--- config.mk ---
export PLATFORM = sky130hd
export DESIGN_NAME = sensor_moving_average_bar_display_unit
export DESIGN_NICKNAME = d
export VERILOG_FILES = /design/src/rtl/smabd_pkg.sv /design/src/rtl/smabd_cell.sv /design/src/rtl/smabd_scale.sv /design/src/rtl/smabd_disp.sv /design/src/rtl/sensor_moving_average_bar_display_unit.sv
export SDC_FILE = /design/constraint.sdc
export NUM_CORES = 1
export LEC_CHECK = 0
export CAP_MARGIN = 20
export CORE_ASPECT_RATIO = 0.7
export CORE_UTILIZATION = 59
export CTS_CLUSTER_DIAMETER = 80
export DETAILED_ROUTE_END_ITERATION = 12
export DONT_BUFFER_PORTS = 1
export GPL_TIMING_DRIVEN = 1
export PLACE_DENSITY_LB_ADDON = 0.1
export SLEW_MARGIN = 15
export SYNTH_ARGS = -nofsm -noshare
export SYNTH_HDL_FRONTEND = slang
export SYNTH_HIERARCHICAL = 1
export SYNTH_SLANG_ARGS = --single-unit
export TNS_END_PERCENT = 50
--- constraint.sdc ---
create_clock -name clk -period 4.73 [get_ports clk]
set_clock_uncertainty 0.2 [all_clocks]
set_input_delay 0.473 -clock clk [delete_from_list [all_inputs] [get_ports clk]]
set_output_delay 0.473 -clock clk [all_outputs]
set_load 0.01 [all_outputs]
--- src/rtl/smabd_pkg.sv ---
// Shared types and constants for the sensor moving-average bar display unit.
// No dependencies; imported by every module of the block.

package smabd_pkg;

	// Averaging window length
	localparam int WINDOW = 10;

	// Raw sample and scaled distance
	localparam int RAW_W      = 16;
	localparam int RAW_MAX    = 1023;
	localparam int RAW_OK_W   = $clog2(RAW_MAX + 1);
	localparam int DIST_SCALE = 30;
	localparam int DIST_W     = 5;

	// distance = (raw * SCALE_MUL) >> SCALE_SHIFT, exact for every raw up to RAW_MAX
	localparam int SCALE_SHIFT = 20;
	localparam int SCALE_MUL   = (DIST_SCALE * (2 ** SCALE_SHIFT) + RAW_MAX - 1) / RAW_MAX;
	localparam int SCALE_MUL_W = $clog2(SCALE_MUL + 1);
	localparam int SCALE_PROD_W = RAW_OK_W + SCALE_MUL_W;

	// Running sum and average: average = (sum * AVG_MUL) >> AVG_SHIFT, exact below 2**SUM_W
	localparam int SUM_W      = 9;
	localparam int AVG_SHIFT  = 18;
	localparam int AVG_MUL    = ((2 ** AVG_SHIFT) + WINDOW - 1) / WINDOW;
	localparam int AVG_MUL_W  = $clog2(AVG_MUL + 1);
	localparam int AVG_PROD_W = SUM_W + AVG_MUL_W;

	// Accepted sample count, saturating at WINDOW + 1
	localparam int CNT_W = $clog2(WINDOW + 2);

	// Levels and LED bar
	localparam int LVL_W  = 5;
	localparam int LED_W  = 4;
	localparam logic [LED_W-1:0] LED_OFF   = 4'b0000;
	localparam logic [LED_W-1:0] LED_ONE   = 4'b0001;
	localparam logic [LED_W-1:0] LED_TWO   = 4'b0011;
	localparam logic [LED_W-1:0] LED_THREE = 4'b0111;
	localparam logic [LED_W-1:0] LED_FOUR  = 4'b1111;

	localparam logic [LVL_W-1:0] LEVEL_HIGH_RST = 5'd30;
	localparam logic [LVL_W-1:0] LEVEL_MID_RST  = 5'd20;
	localparam logic [LVL_W-1:0] LEVEL_LOW_RST  = 5'd10;

	// Configuration port
	localparam int CFG_IDX_W = 2;
	typedef enum logic [CFG_IDX_W-1:0] {
		CFG_LEVEL_HIGH = 2'd0,
		CFG_LEVEL_MID  = 2'd1,
		CFG_LEVEL_LOW  = 2'd2
	} cfg_idx_t;

	// Stream widths
	localparam int IN_DATA_W  = 16;
	localparam int OUT_DATA_W = 16;

	// Display thresholds
	typedef struct packed {
		logic [LVL_W-1:0] high;
		logic [LVL_W-1:0] mid;
		logic [LVL_W-1:0] low;
	} levels_t;

	// One result item
	typedef struct packed {
		logic [LED_W-1:0]  bar_leds;
		logic              display_valid;
		logic [DIST_W-1:0] average;
		logic              rejected;
	} result_t;

endpackage

--- src/rtl/smabd_cell.sv ---
// One cell of the distance shift line: holds a single scaled distance.
// Depends on smabd_pkg.

module smabd_cell (
	input  logic                       clk,
	input  logic                       arst_n,
	input  logic                       shift,
	input  logic [smabd_pkg::DIST_W-1:0] d,
	output logic [smabd_pkg::DIST_W-1:0] q
);
	import smabd_pkg::*;

	logic [DIST_W-1:0] dist_q;

	// Take the neighbour's distance on every accepted sample
	always_ff @(posedge clk or negedge arst_n) begin
		if (!arst_n) begin
			dist_q <= '0;
		end else if (shift) begin
			dist_q <= d;
		end
	end

	assign q = dist_q;

endmodule

--- src/rtl/smabd_scale.sv ---
// Input stage: range check and scaling of the raw sample to a distance.
// Depends on smabd_pkg.

module smabd_scale (
	input  logic                          clk,
	input  logic                          arst_n,
	input  logic                          in_valid,
	output logic                          in_ready,
	input  logic [smabd_pkg::RAW_W-1:0]   raw_sample,
	output logic                          out_valid,
	input  logic                          out_ready,
	output logic                          rejected,
	output logic [smabd_pkg::DIST_W-1:0]  distance
);
	import smabd_pkg::*;

	logic                    v_s1;
	logic                    rej_s1;
	logic [DIST_W-1:0]       dist_s1;
	logic                    raw_ok;
	logic [SCALE_PROD_W-1:0] prod;

	// Range check and reciprocal multiply for raw * 30 / 1023
	assign raw_ok = (raw_sample <= RAW_W'(RAW_MAX));
	assign prod   = SCALE_PROD_W'(raw_sample[RAW_OK_W-1:0]) *
	                SCALE_PROD_W'(SCALE_MUL);

	assign in_ready = !v_s1 || out_ready;

	// Hold valid until the state stage takes the request
	always_ff @(posedge clk or negedge arst_n) begin
		if (!arst_n) begin
			v_s1 <= 1'b0;
		end else if (in_ready) begin
			v_s1 <= in_valid;
		end
	end

	// Payload
	always_ff @(posedge clk) begin
		if (in_ready && in_valid) begin
			rej_s1  <= !raw_ok;
			dist_s1 <= prod[SCALE_SHIFT +: DIST_W];
		end
	end

	assign out_valid = v_s1;
	assign rejected  = rej_s1;
	assign distance  = dist_s1;

endmodule

--- src/rtl/smabd_disp.sv ---
// Output stage: average from the running sum, LED bar decode and output register.
// Depends on smabd_pkg.

module smabd_disp (
	input  logic                          clk,
	input  logic                          arst_n,
	input  logic                          in_valid,
	output logic                          in_ready,
	input  logic                          rejected,
	input  logic [smabd_pkg::SUM_W-1:0]   running_sum,
	input  logic                          display_valid,
	input  smabd_pkg::levels_t            levels,
	output logic                          out_valid,
	input  logic                          out_ready,
	output smabd_pkg::result_t            result
);
	import smabd_pkg::*;

	logic                  vo_q;
	result_t               res_q;
	logic [AVG_PROD_W-1:0] prod;
	logic [DIST_W-1:0]     avg;
	logic [LED_W-1:0]      leds;

	// Divide by the window through a reciprocal multiply
	assign prod = AVG_PROD_W'(running_sum) * AVG_PROD_W'(AVG_MUL);
	assign avg  = prod[AVG_SHIFT +: DIST_W];

	// Pick the bar pattern in priority order high, mid, low
	always_comb begin
		if (!display_valid) begin
			leds = LED_OFF;
		end else if (avg >= levels.high) begin
			leds = LED_ONE;
		end else if (avg >= levels.mid) begin
			leds = LED_TWO;
		end else if (avg >= levels.low) begin
			leds = LED_THREE;
		end else begin
			leds = LED_FOUR;
		end
	end

	assign in_ready = !vo_q || out_ready;

	// Hold the result until the sink takes it
	always_ff @(posedge clk or negedge arst_n) begin
		if (!arst_n) begin
			vo_q <= 1'b0;
		end else if (in_ready) begin
			vo_q <= in_valid;
		end
	end

	always_ff @(posedge clk) begin
		if (in_ready && in_valid) begin
			res_q.rejected      <= rejected;
			res_q.average       <= avg;
			res_q.display_valid <= display_valid;
			res_q.bar_leds      <= leds;
		end
	end

	assign out_valid = vo_q;
	assign result    = res_q;

endmodule

--- src/rtl/sensor_moving_average_bar_display_unit.sv ---
// Top level of the sensor moving-average bar display unit.
// Depends on smabd_pkg, smabd_scale, smabd_cell and smabd_disp.
//
//  channel  | handshake              | payload
//  ---------+------------------------+------------------------------------------
//  input    | s_tvalid / s_tready    | s_tdata: raw_sample [15:0]
//  output   | m_tvalid / m_tready    | m_tdata: rejected [0], average [5:1],
//           |                        |   display_valid [6], bar_leds [10:7]
//  config   | cfg_we (no back-press) | cfg_index, cfg_wdata: 0 high, 1 mid, 2 low
//
// One sample per cycle while m_tready is high; a result is offered once its
// sample has passed one register each for the scale multiply, the shift-line
// and running-sum update, and the average multiply with bar decode.
// Reset clears shift line, running sum and count, presets levels; all at once.
// Each stage holds while the one after it is full and stalled, so a waiting result
// blocks the input only once all three stages are occupied.

module sensor_moving_average_bar_display_unit (
	input  logic                                clk,
	input  logic                                arst_n,
	// raw_sample [15:0]
	input  logic                                s_tvalid,
	output logic                                s_tready,
	input  logic [smabd_pkg::IN_DATA_W-1:0]     s_tdata,
	// rejected [0], average [5:1], display_valid [6], bar_leds [10:7], zero [15:11]
	output logic                                m_tvalid,
	input  logic                                m_tready,
	output logic [smabd_pkg::OUT_DATA_W-1:0]    m_tdata,
	input  logic                                cfg_we,
	input  logic [smabd_pkg::CFG_IDX_W-1:0]     cfg_index,
	input  logic [smabd_pkg::LVL_W-1:0]         cfg_wdata
);
	import smabd_pkg::*;

	logic              v1;
	logic              rej1;
	logic [DIST_W-1:0] dist1;
	logic              rdy2;
	logic              v_s2_q;
	logic              rej_s2_q;
	logic              rdy_o;
	logic              take2;
	logic              shift;
	logic [SUM_W-1:0]  sum_q;
	logic [CNT_W-1:0]  count_q;
	levels_t           levels_q;
	result_t           result;
	logic [DIST_W-1:0] line_d [WINDOW];
	logic [DIST_W-1:0] line_q [WINDOW];

	// Configuration registers
	always_ff @(posedge clk or negedge arst_n) begin
		if (!arst_n) begin
			levels_q.high <= LEVEL_HIGH_RST;
			levels_q.mid  <= LEVEL_MID_RST;
			levels_q.low  <= LEVEL_LOW_RST;
		end else if (cfg_we) begin
			case (cfg_index)
				CFG_LEVEL_HIGH: levels_q.high <= cfg_wdata;
				CFG_LEVEL_MID:  levels_q.mid  <= cfg_wdata;
				CFG_LEVEL_LOW:  levels_q.low  <= cfg_wdata;
				default: ;
			endcase
		end
	end

	// Range check and scaling
	smabd_scale u_scale (
		.clk        (clk),
		.arst_n     (arst_n),
		.in_valid   (s_tvalid),
		.in_ready   (s_tready),
		.raw_sample (s_tdata[RAW_W-1:0]),
		.out_valid  (v1),
		.out_ready  (rdy2),
		.rejected   (rej1),
		.distance   (dist1)
	);

	assign rdy2  = !v_s2_q || rdy_o;
	assign take2 = v1 && rdy2;
	assign shift = take2 && !rej1;

	// Shift line of distances: newest enters cell 0, oldest leaves the last cell
	genvar gi;
	generate
		for (gi = 0; gi < WINDOW; gi++) begin : g_line
			if (gi == 0) begin : g_head
				assign line_d[gi] = dist1;
			end else begin : g_body
				assign line_d[gi] = line_q[gi-1];
			end
			smabd_cell u_cell (
				.clk    (clk),
				.arst_n (arst_n),
				.shift  (shift),
				.d      (line_d[gi]),
				.q      (line_q[gi])
			);
		end
	endgenerate

	// Running sum and saturating count of accepted samples
	always_ff @(posedge clk or negedge arst_n) begin
		if (!arst_n) begin
			sum_q   <= '0;
			count_q <= '0;
		end else if (shift) begin
			sum_q <= sum_q + SUM_W'(dist1) - SUM_W'(line_q[WINDOW-1]);
			if (count_q <= CNT_W'(WINDOW)) begin
				count_q <= count_q + CNT_W'(1);
			end
		end
	end

	// State stage valid and rejected flag
	always_ff @(posedge clk or negedge arst_n) begin
		if (!arst_n) begin
			v_s2_q <= 1'b0;
		end else if (rdy2) begin
			v_s2_q <= v1;
		end
	end

	always_ff @(posedge clk) begin
		if (take2) begin
			rej_s2_q <= rej1;
		end
	end

	// Average, bar decode and output register
	smabd_disp u_disp (
		.clk           (clk),
		.arst_n        (arst_n),
		.in_valid      (v_s2_q),
		.in_ready      (rdy_o),
		.rejected      (rej_s2_q),
		.running_sum   (sum_q),
		.display_valid (count_q > CNT_W'(WINDOW)),
		.levels        (levels_q),
		.out_valid     (m_tvalid),
		.out_ready     (m_tready),
		.result        (result)
	);

	assign m_tdata = OUT_DATA_W'(result);

endmodule

==> flow_summary_export.csv, run 1 <==
group,metric,value,unit
worst_setup_path,worst_path_most_repeated_cell,"sky130_fd_sc_hd__fa_1",
worst_setup_path,endpoint_kind,"flop",
synth,ys_seq_elements,99,
worst_setup_path,critical_path.cell_chain,"fa_2, inv_2, fa_1, fa_1, fa_1, inv_2, ha_4, nand2_2, nor3_2, a21oi_2, o31ai_4, a21oi_2, xnor2_2, ha_1, a21o_1, a21o_1, a31oi_2, o211a_1, and3b_1",
grt,grt_pass1_vias,5764,
cells_and_area,stdcell_area,9538,µm²
cells_and_area,finish.net_count,1058,
cells_and_area,finalCoreUtilization,68.31,%
detailed_routing,detailedRoute.firstIterationViolations,175,
die,rows,36,
clocking,path_clk_slew,0.08,ns
synth,synth.yosys.seq_area_share,30.43,%
grt,track_usage,23.97,%
worst_setup_path,worst-path-max-fanout,4,
detailed_routing,drt_antenna_net_count,0,
cells_and_area,antenna-diode-count,0,
die,num_io_pins,46,
die,core_area,13960,µm²
die,die-area,14850,µm²
grt,grt_start_max_net_pins,82,
status,result_of_the_run,"finished, violations left",
sta,report.final.setup_viol,3,
clocking,htree_num_levels,3,
die,die_y,102.3,µm
clocking,tritoncts,"yes",
cells_and_area,area_delta_synth_final,12.60,%
cells_and_area,commonest_cells_after_routing_fill_and_taps_aside,"148 x sky130_fd_sc_hd__inv_1, 148 x sky130_fd_sc_hd__ha_1, 71 x sky130_fd_sc_hd__dfrtp_1, 65 x sky130_fd_sc_hd__mux2_2, 62 x sky130_fd_sc_hd__fa_1",
flow_run,max_cap_violations,0,
cells_and_area,fillers,1073,
clocking,cts_max_path_buffers,2,
grt,antenna_found_initial,0,
cells_and_area,share_of_layout_cells_above_drive_strength_1,21.59,%
detailed_routing,detail_route.first_pass.iterations,4,
place,number_of_port_buffers,0,
detailed_routing,route.detailed.drc,0,
cells_and_area,sequential_cell_area,2580,µm²
sta,report.final.slew_viol_count,0,
sta,remaining_max_slew_budget_at_the_tightest_pin,46.83,%
sta,post-route-worst-setup-slack,-0.4983,ns
min_path,holdCritPathClass,"input port to flop",
detailed_routing,route.vias.total,5383,
synth,ys_types,54,
worst_setup_path,crit_type,"flop to flop",
grt,gr-usage-met2,40.27,%
worst_setup_path,max_stage_delay,0.54,ns
detailed_routing,drt-wirelength-per-cell,15.90,µm
synth,async_reset_ff_share,81.82,%
synth,post_synth_instance_area,8471,µm²
place,weighted_congestion_reported_at_the_end_of_routability_driven_placement,0.8703,
worst_setup_path,cp_data_arrival_time,5.24,ns
grt,grt_first_pass_wirelength,27730,µm
clocking,clock_latency,0.36,ns
clocking,cts_buffers,9,
place,dpl_cell_area,9066,µm²
sta,post-route-period-util,110.5,%
grt,global_route_overflow,0,
die,initial_core_util,60.66,%
detailed_routing,wirelength,16060,µm
die,chipWidth,145.2,µm
cells_and_area,multi_input_comb_area,5390,µm²
grt,gr-usage-met3,4.732,%
worst_setup_path,cp_slowest_cell,"sky130_fd_sc_hd__fa_2",
worst_setup_path,critPathRequiredTime,4.75,ns
sta,rsz0062_at_grt,"true",
synth,synth_warnings,6,
place,place.detailed.hpwl,13260,µm
grt,grtUsageMet1,32.29,%
synth,ys_dominant_reg_cell,"sky130_fd_sc_hd__dfrtp_1",
grt,busiest_layer,"met2",
sta,clock.fmax,191.3,MHz
clocking,clock-sinks,99,
status,violations,"setup timing",
synth,syn_avg_cell_area,11.28,µm²
synth,number_of_enable_type_register_cells_in_the_synthesized_netlist,18,
detailed_routing,number_of_vias_per_cell,5.330,
sta,final-hold-violation-count,0,
sta,period_needed,5.228,ns
synth,synthCells,751,
clocking,clock_root_buffer,"sky130_fd_sc_hd__clkbuf_16",
worst_setup_path,startpoint_type,"flop",
sta,max_slew.worst_pin.slew,0.7958,ns
[metrics by stage]
step	hold WS, ns	TNS, ns	setup slack, ns	instances
finish	0.03391	-1.208	-0.4983	1010
global route	0.02799	-1.778	-0.7081	1010
CTS	0.01937	-1.292	-0.5256	1008
detailed placement	-0.01685	-1.641	-0.6378	987
global placement	-0.01715	-1.095	-0.4349	987
floorplan	-0.02259	-0.4844	-0.2957	755
[final timing paths]
kind	from	cells after the start	to	slack, ns
max	sum_q[7]$_DFFE_PN0P_	19	u_disp/result[10]$_SDFFCE_PP0P_	-0.50
min	s_tvalid	1	u_scale/out_valid$_DFFE_PN0N_	0.03
max reg2reg	sum_q[7]$_DFFE_PN0P_	19	u_disp/result[10]$_SDFFCE_PP0P_	-0.50
min reg2reg	u_scale/rejected$_DFFE_PP_	0	rej_s2_q$_DFFE_PP_	0.25
max in group asynchronous	arst_n	2	levels_q[1]$_DFFE_PN1P_	3.48
min in group asynchronous	arst_n	2	g_line[8].u_cell/q[0]$_DFFE_PN0P_	0.50
[what timing repair did]
| action | in CTS | in global routing |
|---|---|---|
| gates resized for setup | 3 | 9 |
| endpoints found under the hold margin | 81 | 0 |
| setup endpoints to repair | 3 | 3 |
| buffers inserted | 3 | 1 |
| pin swaps | 4 | 3 |
| hold buffers | 2 | 0 |
[logic make-up (layout without fill, tap and decap cells)]
family	Yosys count	count (layout)	share of synthesized area, %
multiplexers	69	69	9.114
buffers and inverters	157	222	7.179
AO/OA/AOI/OAI	90	90	7.297
flip-flops	99	99	30.43
other	1	5	0.04427
XOR/XNOR	25	25	2.585
adder cells (fa/ha/maj)	215	215	37.43
AND/OR/NAND/NOR	95	95	5.923
[final cells by class]
cell class                      count  area share [%]
Clock buffer                        9           2.361
Clock inverter                      7          0.9445
Sequential cell                    99           27.05
Inverter                          151           5.943
Tap cell                          190           2.492
Multi-Input combinational cell    499           56.51
Timing Repair Buffer               55           4.696
[worst max-delay path, delay by kind of cell (launching register included)]
kind            cells  cell delay, ns
compound gates      7            1.21
xor+xnor            1            0.24
fa+ha+maj           6            2.51
buf+inv             2            0.09
flops               1            0.44
simple gates        3            0.40
[per-layer routing]
metal,up-vias,part of all wire [%]
li1,2649,-
met4,0,1.2
met3,17,3.5
met1,2625,50
met2,92,46
met5,-,0
[cells in the mapped netlist (3+ instances only)]
cell	n	area, µm²
sky130_fd_sc_hd__a211oi_1	8	60.06
sky130_fd_sc_hd__a21o_1	9	67.56
sky130_fd_sc_hd__a21oi_1	25	125.1
sky130_fd_sc_hd__and2_1	6	37.54
sky130_fd_sc_hd__buf_4	5	37.54
sky130_fd_sc_hd__dfrtp_1	73	1827
sky130_fd_sc_hd__dfstp_2	8	210.2
sky130_fd_sc_hd__edfxtp_1	18	540.5
sky130_fd_sc_hd__fa_1	64	1281
sky130_fd_sc_hd__ha_1	151	1889
sky130_fd_sc_hd__inv_1	151	566.8
sky130_fd_sc_hd__mux2_2	65	732.0
sky130_fd_sc_hd__mux2i_1	4	40.04
sky130_fd_sc_hd__nand2_1	26	97.59
sky130_fd_sc_hd__nand2b_1	12	75.07
sky130_fd_sc_hd__nand3_1	5	25.02
sky130_fd_sc_hd__nand3b_1	5	37.54
sky130_fd_sc_hd__nand4_1	6	37.54
sky130_fd_sc_hd__nor2_1	15	56.30
sky130_fd_sc_hd__nor3_1	6	30.03
sky130_fd_sc_hd__o211ai_1	3	22.52
sky130_fd_sc_hd__o21ai_0	22	110.1
sky130_fd_sc_hd__o21bai_1	3	22.52
sky130_fd_sc_hd__xnor2_1	16	140.1
sky130_fd_sc_hd__xor2_1	9	78.83
[state kept, by name (all words and copies together), names as in the netlist]
register           count
u_scale/distance       5
u_scale/rejected       1
sum_q                  9
v_s2_q                 1
levels_q              15
u_scale/out_valid      1
g_line.u_cell/q       50
count_q                4
u_disp/out_valid       1
u_disp/result         11
rej_s2_q               1
Power of run 1 is left out: the tool's default activity adds up to more than one toggle a clock period on the data nets, which glitch-free logic cannot reach.
==> run 2, diff against run 1 <==
Settings changed: CORE_UTILIZATION 59 to 45, PLACE_DENSITY_LB_ADDON 0.1 to 0.2, SKIP_LAST_GASP set to 1.
==> run 2 against run 1 <==
  * The flow finishes with violations (DRC, setup timing)
  * Die area increased by 31%
  * Global-route usage decreased by 5.4 points
  * Via count decreased by 1.5%
  * Non-clock buffer count decreased by 7
  * Routed wire length increased by 0.55%
  * Core utilization decreased by 16 points
  * Flip-flop and latch count unchanged
  * First-iteration DRC count increased by 82%
  * Critical endpoint unchanged
  * Largest cell class unchanged
==> flow_summary_export.csv, run 2 (synthesis gave the netlist of run 1 again) <==
group,metric,value,unit
clocking,tritoncts,"yes",
die,chipWidth,166.0,µm
detailed_routing,route.vias.total,5304,
min_path,min_path_cells,1,
clocking,cts_max_path_buffers,2,
cells_and_area,area_delta_synth_final,12.02,%
place,dpl_cell_area,9079,µm²
grt,grt_pass1_vias,5764,
clocking,clock_latency,0.34,ns
flow_run,max_cap_violations,0,
die,rows,41,
clocking,htree_num_levels,3,
worst_setup_path,critical_path.cell_chain,"ha_1, ha_1, or2_2, fa_1, fa_1, ha_1, nand2_1, nor3_2, a21oi_2, o31ai_4, buf_6, xnor2_4, ha_1, nand2b_1, a21o_1, a21o_1, a31oi_2, o211a_1, and3b_1",
clocking,clock_root_buffer,"sky130_fd_sc_hd__clkbuf_16",
die,die_y,116.8,µm
min_path,hold_path.startpoint,"s_tvalid",
worst_setup_path,cp_slowest_cell,"sky130_fd_sc_hd__fa_1",
min_path,holdCritPathClass,"input port to flop",
cells_and_area,stdcell_area,9489,µm²
detailed_routing,route.detailed.drc,5,
worst_setup_path,max_stage_delay,0.58,ns
detailed_routing,wirelength,16150,µm
cells_and_area,flip_flop_count_of_the_largest_register_all_copies_and_words_added,50,
sta,rsz0062_at_grt,"true",
worst_setup_path,endpoint_kind,"flop",
status,violations,"DRC, setup timing",
worst_setup_path,critPathRequiredTime,4.74,ns
place,place.detailed.hpwl,13610,µm
detailed_routing,detailedRoute.firstIterationViolations,319,
sta,max_slew.worst_pin.slew,0.8405,ns
clocking,cts_buffers,9,
cells_and_area,layout.cells.most_common,"sky130_fd_sc_hd__ha_1",
clocking,path_clk_slew,0.07,ns
cells_and_area,share_of_layout_cells_above_drive_strength_1,19.93,%
clocking,clock-sinks,99,
worst_setup_path,register_to_register_setup_slack,-0.52,ns
place,weighted_congestion_reported_at_the_end_of_routability_driven_placement,0.8679,
cells_and_area,finish.net_count,1051,
worst_setup_path,worst-path-buf-inv,1,
worst_setup_path,startpoint_type,"flop",
die,num_io_pins,46,
status,result_of_the_run,"finished, violations left",
worst_setup_path,crit_path_leading_delay_family,"adder cells",
worst_setup_path,logic_depth_of_the_worst_register_to_register_path,19,
cells_and_area,multi_input_comb_area,5348,µm²
sta,report.final.slew_viol_count,0,
worst_setup_path,critical_path.reg2reg.endpoint,"u_disp/result[10]$_SDFFCE_PP0P_",
min_path,hold_path_end,"u_scale/out_valid$_DFFE_PN0N_",
cells_and_area,sequential_cell_area,2581,µm²
grt,grt_start_max_net_pins,82,
grt,antenna_found_initial,1,
grt,global_route_overflow,0,
cells_and_area,commonest_cells_after_routing_fill_and_taps_aside,"151 x sky130_fd_sc_hd__ha_1, 150 x sky130_fd_sc_hd__inv_1, 70 x sky130_fd_sc_hd__dfrtp_1, 65 x sky130_fd_sc_hd__mux2_2, 63 x sky130_fd_sc_hd__fa_1",
grt,track_usage,18.52,%
die,die-area,19390,µm²
sta,clock.fmax,190.6,MHz
die,core_area,18210,µm²
detailed_routing,drt-wirelength-per-cell,15.38,µm
detailed_routing,number_of_vias_per_cell,5.051,
worst_setup_path,worst-path-max-fanout,4,
place,number_of_port_buffers,0,
detailed_routing,drt_antenna_net_count,0,
worst_setup_path,crit_type,"flop to flop",
sta,final-hold-violation-count,0,
worst_setup_path,r2r_startpoint,"sum_q[4]$_DFFE_PN0P_",
worst_setup_path,worst_path_most_repeated_cell,"sky130_fd_sc_hd__ha_1",
die,initial_core_util,46.51,%
sta,post-route-worst-setup-slack,-0.5168,ns
sta,report.final.setup_viol,3,
detailed_routing,detail_route.first_pass.iterations,9,
worst_setup_path,cp_data_arrival_time,5.26,ns
grt,grt_first_pass_wirelength,28300,µm
sta,post-route-period-util,110.9,%
sta,remaining_max_slew_budget_at_the_tightest_pin,43.84,%
cells_and_area,fillers,1604,
sta,period_needed,5.247,ns
==> run 2: cell count changes in the layout (fill, tap and decap cells not counted), sizes merged <==
cell	change
buf	-7
bufinv	-1
clkbuf	+1
clkinvlp	+1
diode	+1
inv	-1
==> run 2: routing by layer <==
| layer | GRT usage, % | wire length, µm |
|---|---|---|
| met5 | 0 | 0 |
| met4 | 4.112 | 213 |
| met3 | 3.934 | 651 |
| met2 | 28.83 | 6861 |
| met1 | 26.68 | 8427 |
==> run 2: area by class of cell <==
type / instances / area share, %
multi-input cells: 499 / 56.36
clock buffers: 10 / 2.518
diodes: 1 / 0.02637
inverters: 151 / 5.973
flip-flops and latches: 99 / 27.20
clock inverters: 6 / 0.5670
well taps: 236 / 3.112
repair buffers: 48 / 4.246
==> run 2: metrics by stage <==
| stage | setup TNS [ns] | util (%) | hold slack [ns] | instances | setup slack (ns) |
|---|---|---|---|---|---|
| 2_1_floorplan | -0.4844 | - | -0.02259 | 755 | -0.2957 |
| 3_3_place_gp | -1.091 | 49.85 | -0.01790 | 1027 | -0.4786 |
| 3_5_place_dp | -1.566 | 49.85 | -0.01926 | 1027 | -0.6313 |
| 4_1_cts | -1.259 | 51.79 | 0.03071 | 1047 | -0.5413 |
| 5_1_grt | -1.878 | 52.11 | 0.04517 | 1050 | -0.7567 |
| 6_report | -1.188 | 52.11 | 0.04510 | 1050 | -0.5168 |
==> run 2: timing repair <==
item	CTS	global route
gates resized for setup	1	5
endpoints found under the setup margin	3	3
pin swaps	3	5
hold buffers	2	0
cloned	0	0
buffers inserted	2	1
endpoints found under the hold margin	81	0
==> run 2: worst max path at each step <==
stage,start,end,cells after the start
floorplan,sum_q[8]$_DFFE_PN0P_,u_disp/result[10]$_SDFFCE_PP0P_,19
global placement,sum_q[8]$_DFFE_PN0P_,u_disp/result[10]$_SDFFCE_PP0P_,20
detailed placement,sum_q[8]$_DFFE_PN0P_,u_disp/result[10]$_SDFFCE_PP0P_,18
CTS,sum_q[8]$_DFFE_PN0P_,u_disp/result[10]$_SDFFCE_PP0P_,20
global route,sum_q[8]$_DFFE_PN0P_,u_disp/result[10]$_SDFFCE_PP0P_,20
finish,sum_q[4]$_DFFE_PN0P_,u_disp/result[10]$_SDFFCE_PP0P_,19
Power of run 2 is left out for the same reason.
